<file path="config.mk">
export PLATFORM = sky130hd
export DESIGN_NAME = stepper_trapezoid_step_generator_unit
export DESIGN_NICKNAME = d
export VERILOG_FILES = /design/src/hw/rtl/stg_pkg.sv /design/src/hw/rtl/stepper_trapezoid_step_generator_unit.sv
export SDC_FILE = /design/constraint.sdc
export NUM_CORES = 2
export LEC_CHECK = 0
export BUFFER_PORTS_ARGS = -buffer_cell sky130_fd_sc_hd__buf_2
export CAP_MARGIN = 5
export CORE_ASPECT_RATIO = 2
export CORE_MARGIN = 4
export CORE_UTILIZATION = 30
export CTS_CLUSTER_DIAMETER = 40
export CTS_CLUSTER_SIZE = 30
export DETAILED_ROUTE_END_ITERATION = 8
export GPL_TIMING_DRIVEN = 1
export SYNTH_ARGS = -nofsm -noshare
export SYNTH_HDL_FRONTEND = slang
export SYNTH_SLANG_ARGS = --single-unit
</file>
<file path="constraint.sdc">
create_clock -name aclk -period 8.9 [get_ports aclk]
set_input_delay 0 -clock aclk [delete_from_list [all_inputs] [get_ports aclk]]
set_output_delay 0 -clock aclk [all_outputs]
set_load 0.05 [all_outputs]
</file>
<file path="src/hw/rtl/stg_pkg.sv">
// Shared types and constants of the trapezoid step generator.
`timescale 1ns / 1ps
`default_nettype none
package stg_pkg;

    localparam int AXES       = 4;
    localparam int COUNT_BITS = 24;
    localparam int ERR_BITS   = 26;
    localparam int RATE_BITS  = 20;
    localparam int PEAK_BITS  = 28;
    localparam int ACC_BITS   = 24;
    localparam int TICK_BITS  = 32;
    localparam int PROD_BITS  = 48;
    localparam int DIV_BITS   = 28;
    localparam int DCNT_BITS  = 5;

    localparam logic [DIV_BITS-1:0]  CLOCK_HZ = 28'd200000000;
    localparam logic [RATE_BITS-1:0] RATE_MAX = 20'hFFFFF;
    localparam logic [PEAK_BITS-1:0] PEAK_MAX = 28'hFFFFFFF;

    localparam logic KIND_LOAD = 1'b0;
    localparam logic KIND_STEP = 1'b1;

    typedef enum logic [4:0] {
        ST_IDLE = 5'b00001,
        ST_MUL  = 5'b00010,
        ST_VSEL = 5'b00100,
        ST_DIV  = 5'b01000,
        ST_FIN  = 5'b10000
    } state_t;

endpackage
`default_nettype wire

</file>
<file path="src/hw/rtl/stepper_trapezoid_step_generator_unit.sv">
// Top level: four-axis Bresenham step generator with trapezoid speed ramp.
`timescale 1ns / 1ps
`default_nettype none
// A load item (tuser = 0) latches a move when accepted and then runs a radix-2
// divider that forms the peak rate as clock / cruise interval. A step item
// (tuser = 1) yields one step command. A cruise step goes from accept straight
// to output. A ramp step passes through accept, a multiply state, a rate select
// state, the shared restoring divider (clock / rate) and the output state.
// The output state waits while the previous result still sits unaccepted in
// the output register. A step with no active move gives no result. Input is
// taken whenever the sequencer is idle, even while a result still waits in the
// output register.
module stepper_trapezoid_step_generator_unit (
    input  wire logic         aclk,
    input  wire logic         aresetn,
    input  wire logic         s_tvalid,
    output logic              s_tready,
    // count_x, count_y, count_z, count_e, dir_bits, start_rate, end_rate,
    // accel_factor, cruise_interval, ramp_up_steps, ramp_down_steps, zero pad
    input  wire logic [247:0] s_tdata,
    // kind
    input  wire logic [0:0]   s_tuser,
    output logic              m_tvalid,
    input  wire logic         m_tready,
    // step_mask, dir_mask, step_delay
    output logic [39:0]       m_tdata,
    output logic              m_tlast
);

    stg_pkg::state_t state_reg, state_next;

    logic [stg_pkg::COUNT_BITS-1:0] cnt_reg [stg_pkg::AXES];
    logic [stg_pkg::COUNT_BITS-1:0] cnt_next [stg_pkg::AXES];
    logic [stg_pkg::ERR_BITS-1:0]   err_reg [stg_pkg::AXES];
    logic [stg_pkg::ERR_BITS-1:0]   err_next [stg_pkg::AXES];
    logic [stg_pkg::COUNT_BITS-1:0] prim_reg, prim_next, idx_reg, idx_next;
    logic [stg_pkg::COUNT_BITS-1:0] up_reg, up_next, down_reg, down_next;
    logic [stg_pkg::TICK_BITS-1:0]  timer_reg, timer_next, cruise_reg, cruise_next;
    logic [stg_pkg::RATE_BITS-1:0]  reached_reg, reached_next;
    logic [stg_pkg::RATE_BITS-1:0]  start_reg, start_next, end_reg, end_next;
    logic [stg_pkg::PEAK_BITS-1:0]  peak_reg, peak_next;
    logic [stg_pkg::ACC_BITS-1:0]   accel_reg, accel_next;
    logic [3:0]                     dirs_reg, dirs_next, mask_reg, mask_next;
    logic                           active_reg, active_next, decel_reg, decel_next;
    logic                           load_op_reg, load_op_next, up_ph_reg, up_ph_next;
    logic [stg_pkg::PROD_BITS-1:0]  prod_reg, prod_next;
    logic [stg_pkg::TICK_BITS-1:0]  den_reg, den_next;
    logic [stg_pkg::TICK_BITS:0]    rem_reg, rem_next;
    logic [stg_pkg::DIV_BITS-1:0]   quo_reg, quo_next;
    logic [stg_pkg::DCNT_BITS-1:0]  dcnt_reg, dcnt_next;
    logic [stg_pkg::TICK_BITS-1:0]  delay_reg, delay_next;
    logic                           mv_reg, mv_next, ml_reg, ml_next;
    logic [39:0]                    md_reg, md_next;

    logic                           s_fire, out_free;
    logic [stg_pkg::COUNT_BITS-1:0] in_cnt [stg_pkg::AXES];
    logic [stg_pkg::COUNT_BITS-1:0] maxc;
    logic [stg_pkg::ERR_BITS-1:0]   e_sub;
    logic [stg_pkg::TICK_BITS:0]    trial;
    logic [37:0]                    rft;
    logic [38:0]                    vsum;
    logic [stg_pkg::PEAK_BITS-1:0]  v_up;
    logic [stg_pkg::RATE_BITS-1:0]  v_dn, diff;
    logic [stg_pkg::TICK_BITS:0]    tsum;
    logic                           last;

    assign s_tready = (state_reg == stg_pkg::ST_IDLE);
    assign s_fire   = s_tvalid && s_tready;
    assign out_free = !mv_reg || m_tready;
    assign m_tvalid = mv_reg;
    assign m_tdata  = md_reg;
    assign m_tlast  = ml_reg;

    assign in_cnt[0] = s_tdata[23:0];
    assign in_cnt[1] = s_tdata[47:24];
    assign in_cnt[2] = s_tdata[71:48];
    assign in_cnt[3] = s_tdata[95:72];

    always_comb begin
        maxc = '0;
        for (int i = 0; i < stg_pkg::AXES; i++) begin
            if (in_cnt[i] > maxc) begin
                maxc = in_cnt[i];
            end
        end
    end

    // ramp rate from timer, and candidate rates for both ramps
    assign rft  = prod_reg[stg_pkg::PROD_BITS-1:10];
    assign vsum = {1'b0, rft} + {19'd0, start_reg};
    assign v_up = (vsum > {11'd0, peak_reg}) ? peak_reg : vsum[stg_pkg::PEAK_BITS-1:0];
    assign diff = reached_reg - rft[stg_pkg::RATE_BITS-1:0];
    always_comb begin
        if (rft > {18'd0, reached_reg}) begin
            v_dn = end_reg;
        end else if (diff < end_reg) begin
            v_dn = end_reg;
        end else begin
            v_dn = diff;
        end
    end

    assign trial = {rem_reg[stg_pkg::TICK_BITS-1:0],
                    stg_pkg::CLOCK_HZ[stg_pkg::DCNT_BITS'(stg_pkg::DIV_BITS-1) - dcnt_reg]};
    assign tsum  = {1'b0, timer_reg} + {5'd0, quo_next};
    assign last  = ({1'b0, idx_reg} + 25'd1) >= {1'b0, prim_reg};

    always_comb begin
        state_next   = state_reg;
        cnt_next     = cnt_reg;
        err_next     = err_reg;
        prim_next    = prim_reg;
        idx_next     = idx_reg;
        up_next      = up_reg;
        down_next    = down_reg;
        timer_next   = timer_reg;
        cruise_next  = cruise_reg;
        reached_next = reached_reg;
        start_next   = start_reg;
        end_next     = end_reg;
        peak_next    = peak_reg;
        accel_next   = accel_reg;
        dirs_next    = dirs_reg;
        mask_next    = mask_reg;
        active_next  = active_reg;
        decel_next   = decel_reg;
        load_op_next = load_op_reg;
        up_ph_next   = up_ph_reg;
        prod_next    = prod_reg;
        den_next     = den_reg;
        rem_next     = rem_reg;
        quo_next     = quo_reg;
        dcnt_next    = dcnt_reg;
        delay_next   = delay_reg;
        mv_next      = mv_reg && !m_tready;
        ml_next      = ml_reg;
        md_next      = md_reg;
        e_sub        = '0;

        unique case (state_reg)
            stg_pkg::ST_IDLE: begin
                if (s_fire && s_tuser[0] == stg_pkg::KIND_LOAD) begin
                    for (int i = 0; i < stg_pkg::AXES; i++) begin
                        cnt_next[i] = in_cnt[i];
                        err_next[i] = {2'd0, 1'b0, maxc[stg_pkg::COUNT_BITS-1:1]};
                    end
                    prim_next    = maxc;
                    dirs_next    = s_tdata[99:96];
                    start_next   = s_tdata[119:100];
                    end_next     = s_tdata[139:120];
                    accel_next   = s_tdata[163:140];
                    cruise_next  = s_tdata[195:164];
                    up_next      = s_tdata[219:196];
                    down_next    = s_tdata[243:220];
                    reached_next = s_tdata[119:100];
                    timer_next   = '0;
                    idx_next     = '0;
                    decel_next   = 1'b0;
                    active_next  = (maxc != '0);
                    load_op_next = 1'b1;
                    den_next     = (s_tdata[195:164] == '0) ? 32'd1 : s_tdata[195:164];
                    rem_next     = '0;
                    dcnt_next    = '0;
                    state_next   = stg_pkg::ST_DIV;
                end else if (s_fire && active_reg) begin
                    for (int i = 0; i < stg_pkg::AXES; i++) begin
                        e_sub = err_reg[i] - {2'd0, cnt_reg[i]};
                        mask_next[i] = e_sub[stg_pkg::ERR_BITS-1];
                        err_next[i]  = e_sub[stg_pkg::ERR_BITS-1] ?
                                       e_sub + {2'd0, prim_reg} : e_sub;
                    end
                    load_op_next = 1'b0;
                    if (idx_reg < up_reg) begin
                        up_ph_next = 1'b1;
                        state_next = stg_pkg::ST_MUL;
                    end else if (down_reg >= prim_reg || idx_reg >= prim_reg - down_reg) begin
                        up_ph_next = 1'b0;
                        if (!decel_reg) begin
                            decel_next = 1'b1;
                            timer_next = '0;
                        end
                        state_next = stg_pkg::ST_MUL;
                    end else begin
                        delay_next = cruise_reg;
                        state_next = stg_pkg::ST_FIN;
                    end
                end
            end
            stg_pkg::ST_MUL: begin
                prod_next  = {16'd0, timer_reg[stg_pkg::TICK_BITS-1:8]} *
                             {24'd0, accel_reg};
                state_next = stg_pkg::ST_VSEL;
            end
            stg_pkg::ST_VSEL: begin
                if (up_ph_reg) begin
                    reached_next = (v_up > {8'd0, stg_pkg::RATE_MAX}) ?
                                   stg_pkg::RATE_MAX : v_up[stg_pkg::RATE_BITS-1:0];
                    den_next = (v_up == '0) ? 32'd1 : {4'd0, v_up};
                end else begin
                    den_next = (v_dn == '0) ? 32'd1 : {12'd0, v_dn};
                end
                rem_next   = '0;
                dcnt_next  = '0;
                state_next = stg_pkg::ST_DIV;
            end
            stg_pkg::ST_DIV: begin
                // one quotient bit per cycle, dividend is the clock rate
                if (trial >= {1'b0, den_reg}) begin
                    rem_next = trial - {1'b0, den_reg};
                    quo_next = {quo_reg[stg_pkg::DIV_BITS-2:0], 1'b1};
                end else begin
                    rem_next = trial;
                    quo_next = {quo_reg[stg_pkg::DIV_BITS-2:0], 1'b0};
                end
                dcnt_next = dcnt_reg + 1'b1;
                if (dcnt_reg == stg_pkg::DCNT_BITS'(stg_pkg::DIV_BITS-1)) begin
                    if (load_op_reg) begin
                        peak_next  = quo_next;
                        state_next = stg_pkg::ST_IDLE;
                    end else begin
                        delay_next = {4'd0, quo_next};
                        timer_next = tsum[stg_pkg::TICK_BITS] ? '1 :
                                     tsum[stg_pkg::TICK_BITS-1:0];
                        state_next = stg_pkg::ST_FIN;
                    end
                end
            end
            stg_pkg::ST_FIN: begin
                if (out_free) begin
                    mv_next  = 1'b1;
                    ml_next  = last;
                    md_next  = {delay_reg, dirs_reg, mask_reg};
                    idx_next = idx_reg + 1'b1;
                    if (last) begin
                        active_next = 1'b0;
                    end
                    state_next = stg_pkg::ST_IDLE;
                end
            end
            default: state_next = stg_pkg::ST_IDLE;
        endcase
    end

    always_ff @(posedge aclk) begin
        if (!aresetn) begin
            state_reg   <= stg_pkg::ST_IDLE;
            for (int i = 0; i < stg_pkg::AXES; i++) begin
                cnt_reg[i] <= '0;
                err_reg[i] <= '0;
            end
            prim_reg    <= '0;
            idx_reg     <= '0;
            up_reg      <= '0;
            down_reg    <= '0;
            timer_reg   <= '0;
            cruise_reg  <= 32'd1;
            reached_reg <= '0;
            start_reg   <= '0;
            end_reg     <= '0;
            peak_reg    <= '0;
            accel_reg   <= '0;
            dirs_reg    <= '0;
            active_reg  <= 1'b0;
            decel_reg   <= 1'b0;
            mv_reg      <= 1'b0;
        end else begin
            state_reg   <= state_next;
            cnt_reg     <= cnt_next;
            err_reg     <= err_next;
            prim_reg    <= prim_next;
            idx_reg     <= idx_next;
            up_reg      <= up_next;
            down_reg    <= down_next;
            timer_reg   <= timer_next;
            cruise_reg  <= cruise_next;
            reached_reg <= reached_next;
            start_reg   <= start_next;
            end_reg     <= end_next;
            peak_reg    <= peak_next;
            accel_reg   <= accel_next;
            dirs_reg    <= dirs_next;
            active_reg  <= active_next;
            decel_reg   <= decel_next;
            mv_reg      <= mv_next;
        end
    end

    always_ff @(posedge aclk) begin
        load_op_reg <= load_op_next;
        up_ph_reg   <= up_ph_next;
        mask_reg    <= mask_next;
        prod_reg    <= prod_next;
        den_reg     <= den_next;
        rem_reg     <= rem_next;
        quo_reg     <= quo_next;
        dcnt_reg    <= dcnt_next;
        delay_reg   <= delay_next;
        ml_reg      <= ml_next;
        md_reg      <= md_next;
    end

    a_load_divides: assert property (@(posedge aclk) disable iff (!aresetn)
        s_fire && s_tuser[0] == stg_pkg::KIND_LOAD |=> state_reg == stg_pkg::ST_DIV)
        else $error("load item did not start the divider");

    a_den_nonzero: assert property (@(posedge aclk) disable iff (!aresetn)
        state_reg == stg_pkg::ST_DIV |-> den_reg != '0)
        else $error("divider running with zero divisor");

    a_err_nonneg: assert property (@(posedge aclk) disable iff (!aresetn)
        !(err_reg[0][stg_pkg::ERR_BITS-1] || err_reg[1][stg_pkg::ERR_BITS-1] ||
          err_reg[2][stg_pkg::ERR_BITS-1] || err_reg[3][stg_pkg::ERR_BITS-1]))
        else $error("Bresenham error term went negative");

    a_last_ends_move: assert property (@(posedge aclk) disable iff (!aresetn)
        state_reg == stg_pkg::ST_FIN && out_free && last |=> !active_reg)
        else $error("move still active after its last step");

endmodule
`default_nettype wire
</file>
Yosys cells after proc, flatten, opt, wreduce, memory -nomap -nowiden
Memory sizes are Yosys's and may differ from the RTL's.
Index checks and enable logic that the tools add are counted.
Word-level totals
  register bits: 708
  bits in read-only memories: 32
  input bits: 253
  output and inout port bits: 43
  word-level logic and storage cells: 195
  memories: 1
Cells by class
  add/sub/neg operators: 17
  $mul: 1
  order comparisons: 14
  eq/ne operators: 21
  multiplexer cells: 70
  bitwise logic cells: 2
  reductions and logical operators: 34
Memories
  (no name shown): words 32, width 1, rd ports 1, clocked after Yosys merged registers in 0, write ports 0, RTL line stepper_trapezoid_step_generator_unit.sv:104  | stg_pkg::CLOCK_HZ[stg_pkg::DCNT_BITS'(stg_pkg::DIV_BITS-1) - dcnt_reg]};
Operators with widths (number)
  $mux 32: 18
  $mux 104: 2
  $pmux 32 s2: 3
  $mux 24: 6
  $mux 20: 6
  $mux 28: 4
  $add 26x24->26: 4
  $mux 26: 4
  $sub 26x24->26: 4
  $pmux 32 s3: 1
  $gt 24x24->1: 3
  $ge 24x24->1: 2
  $mul 24x24->48: 1
  $pmux 24 s2: 1
  $mux 5: 8
  $pmux 20 s2: 1
  $add 38x20->39: 1
  $gt 39x28->1: 1
  $gt 38x20->1: 1
  $add 32x28->33: 1
  $ge 33x32->1: 1
  $logic_not 32->1: 1
  $sub 32x32->32: 1
  $gt 28x20->1 const B: 1
  other kinds (38): 83

Logic depth before layout (Yosys ltp)
  depth after elaboration: 11
  gate-level depth with buffers: 39
  gate-level depth less buffers: 34

Worst setup path after synthesis
No wires, ideal clock.
  path kind: reg2reg
  start: register accel_reg[8] in the netlist's numbering
  end: register prod_reg[47] in the netlist's numbering (data pin)
  setup time: 0.260 ns
  data arrival time: 7.506 ns
  data required time: 8.640 ns
  path slack: 1.134 ns
  cell stages (with the launch flop): 28
  path buffers: 2
  period minus slack after synthesis: 7.766 ns
  path through: dfxtp_1 > clkbuf_1 > clkbuf_1 > nand2_1 > fa_1 > inv_1 > fa_1 > fa_1 > fa_1 > fa_1 > inv_1 > fa_1 > inv_1 > fa_1 > ha_1 > a21oi_1 > o21bai_1 > a21oi_1 > o211ai_1 > a21o_1 > o2111a_1 > o211a_1 > o31a_1 > a311o_1 > a311oi_1 > nand2_1 > a31oi_1 > xnor2_1
Between the ends
  cells in the longest elaborated chain, start to end: 1
RTL lines
  start: declaration: RTL line stepper_trapezoid_step_generator_unit.sv:42  | logic [stg_pkg::ACC_BITS-1:0] accel_reg, accel_next;
  start signal: assignment: RTL line stepper_trapezoid_step_generator_unit.sv:280  | accel_reg <= accel_next;
  $mul 24x24->48: RTL line stepper_trapezoid_step_generator_unit.sv:190  | prod_next = {16'd0, timer_reg[stg_pkg::TICK_BITS-1:8]} *
  end signal: assignment: RTL line stepper_trapezoid_step_generator_unit.sv:292  | prod_reg <= prod_next;
  end: declaration: RTL line stepper_trapezoid_step_generator_unit.sv:46  | logic [stg_pkg::PROD_BITS-1:0] prod_reg, prod_next;
Every way passes these cells.
A chain may end at the register's enable or synchronous reset.

Worst setup path in the final report
  start: register timer_reg[23] in the netlist's numbering
  end: register prod_reg[47] in the netlist's numbering (data pin)
Between the ends
  cells in the longest elaborated chain, start to end: 1
RTL lines
  start: declaration: RTL line stepper_trapezoid_step_generator_unit.sv:38  | logic [stg_pkg::TICK_BITS-1:0] timer_reg, timer_next, cruise_reg, cruise_next;
  start signal: assignment: RTL line stepper_trapezoid_step_generator_unit.sv:274  | timer_reg <= timer_next;
  $mul 24x24->48: RTL line stepper_trapezoid_step_generator_unit.sv:190
Every way passes these cells.

==> metrics <==
status finished, final reports clean; final worst path period share 0.9615; RD Place Congestion 0.9837; #FFs+latches synth 698; area delta synth->final 17.28%; max reg flops 104; asr flop ratio synth 0; Synth area leader dfxtp_1; Sink Count 698; WP data arrival 8960 ps; slowest stage delay, CP 680 ps; # port buffers 291; Mean Syn Cell Area about 8.4 um^2; post-synthesis sequential area ratio 0.2422; RSZ-0062 raised after global routing false; max_cap viols 0; mux contribution to synthesized area 0.01939; Most used DFF post-synth dfxtp_1; largest family of logic cells by synthesized area adder cells; Die Width 338.1 um; CTS Buf Count 85; Clock power frac 0.203; most frequent cells after synthesis nand2_1 (1369), inv_1 (925), ha_1 (701); reg2reg setup slack 340 ps; drt total wl 256800 um; Critical Path RT 9300 ps; global-route wire length before repair 376000 um; Yosys cell types 88; xor/xnor share of the synthesized area 0.04596; H-tree depth 3; Startpoint Class flop; Compound-Gate Fraction of Synth Area 0.1547; Worst Clk Skew 75.75 ps; TritonCTS clock tree yes; PwrDens 242.1 nW/um^2; Hold Path Class input pin to flop; Slew Viols, Final 0; Clock Latency Late Sink approximately 720 ps; slowest CP cell dfxtp_1; All-Layer GR Usage 0.2228; crit-path most repeated cell fa_1; Sw Share 0.4576; IO Pins 296; Psw around 8.5 mW; critical path capture point type flop; Worst-Margin Slew 1220 ps; max_slew headroom 0.1835; combinational share of power 0.593; final net count 9784; Core Box Area 217100 um^2; Post-DRT Antenna Nets 0; vias 59210; Final Hold Fails 0; critical path class flop to flop; Syn Nets 9262; Initial Util 0.3011; Syn. warnings 0; final setup fails 0; Min-Delay Endpoint down_reg[19]$_SDFFE_PN0P_; Placed Area 70590 um^2; Yosys top cell area share 0.1568; Worst-path clk slew 80 ps; vias in the first global route 61650; maximum vdd drop 254.0 uV; DRT Pass-1 Iters 9; largest net degree at the start of global routing 122; routed length per instance 22.84 um; DIE AREA 225900 um^2; DRC Markers 0; Cell Int Power 10.06 mW; Post-Route Utilization 0.3531; Max Fclk around 120 MHz; most frequent cell after synthesis nand2_1; cell area after layout 76670 um^2; share of post-route cells with drive strength above 1 0.08503; R2R cell count 25; worst min-delay path startpoint s_tdata[239]; Leak 34.18 nW; Post-Synthesis Cells 7814; Final min period 8558 ps; total grt overflow 0; adder-cell share of the synthesized area 0.2855; Vias/cell about 5.3; Cell Area, Synth about 65000 um^2; Seq pwr share 0.204; Reg-to-Reg Start timer_reg[23]$_SDFFE_PN0P_; Placement Rows 242; final setup TNS 0 ps; Die Ht 668.2 um; # fillers approximately 22000; R2R Path End prod_reg[47]$_DFFE_PP_; Initial DRC Count 3689; clk buf depth 3; clock root buffer clkbuf_16; hold path depth 4; Max FO, Critical Path 11; EDFF count, synth 186; synth top area cells dfxtp_1 (16%), fa_1 (15%), ha_1 (13%); initial antenna violation count 63; simple-gate share of the synthesized area 0.1798; post-DP HPWL 207200 um
through the flow:
step / hold slack (ps) / total power, mW / worst slack (ps) / instances
finish: 94.31 / 18.56 / 342.3 / 11240
global placement: 244.9 / 14.33 / 370.4 / 10760
detailed placement: 246.3 / 14.57 / 294.7 / 10760
floorplan: 124.2 / 11.92 / 1134 / 7814
global route: 85.01 / 19.82 / 5.077 / 11230
CTS: 49.02 / 18.52 / 240.1 / 11220
worst max-delay path, delay by kind of cell, from the launching register on:
kind / cells / cell delay (ps)
adders and majority gates: 8 / 4000
AOI/OAI and AO/OA: 11 / 2990
DFF: 1 / 680
and+or+nand+nor: 2 / 280
buffers and inverters: 3 / 170
xor gates and xnor gates: 1 / 90
cell usage in the layout, fill, tap and decap left out, types with 261 or more instances in the layout:
| master | instances |
|---|---|
| nor2_1 | 382 |
| dlygate4sd3_1 | 292 |
| buf_2 | 291 |
| ha_1 | 701 |
| and2_1 | 261 |
| dfxtp_1 | 510 |
| inv_1 | 924 |
| nand2_1 | 1368 |
| fa_1 | 494 |
| a21oi_1 | 637 |
routing by layer:
layer  share of wire  GRT usage  wire length, um  vias to the layer above
li1                -          -                -                    27330
met4            0.10     0.1886            26640                       42
met1            0.34     0.2210            88320                    28810
met5         0.00094          0              241                        -
met2            0.49     0.4004           127000                     2122
met3           0.057    0.03805            14610                      906
layout make-up:
cell class | instances | area, um^2 | share of cell area
diodes | 29 | 72.57 | 0.0009466
clock buffers | 96 | 2252 | 0.02938
clock inverters | 64 | 818.3 | 0.01067
inverters | 930 | 3506 | 0.04573
multi-input cells | 5861 | 44940 | 0.5861
flip-flops and latches | 698 | 15840 | 0.2066
well taps | 2806 | 3511 | 0.04579
repair buffers | 760 | 5733 | 0.07478
worst max path at each step:
stage / startpoint / to
finish: timer_reg[23]$_SDFFE_PN0P_ / prod_reg[47]$_DFFE_PP_
global route: timer_reg[21]$_SDFFE_PN0P_ / prod_reg[47]$_DFFE_PP_
CTS: dcnt_reg[2]$_SDFFCE_PN0P_ / timer_reg[20]$_SDFFE_PN0P_
detailed placement: dcnt_reg[2]$_SDFFCE_PN0P_ / timer_reg[20]$_SDFFE_PN0P_
global placement: timer_reg[18]$_SDFFE_PN0P_ / prod_reg[47]$_DFFE_PP_
floorplan: accel_reg[8]$_SDFFE_PN0P_ / prod_reg[47]$_DFFE_PP_
kinds of logic (layout without fill, tap and decap cells):
logic type,count (synthesis),after routing
and+or+nand+nor,2604,2604
AOI/OAI and AO/OA,1595,1595
buffers and inverters,1255,1850
adders and majority gates,1195,1195
DFF,698,698
xor gates and xnor gates,343,343
muxes,124,124
other,0,29
power by group through the flow:
stage	logic [mW]	clock network (mW)	registers [mW]
6_report	11.0	3.77	3.78
5_1_grt	12.1	3.96	3.81
4_1_cts	10.9	3.84	3.78
3_5_place_dp	10.7	0	3.85
3_3_place_gp	10.5	0	3.84
2_1_floorplan	8.16	0	3.76
what timing repair did:
item / in CTS / in global routing
hold endpoints to repair: 342 / 0
setup endpoints to repair: 0 / 33
resized for setup: 0 / 6
hold buffers: 292 / 0
setup buffers: 0 / 0
No activity file was read; power rests on OpenSTA's default activity.
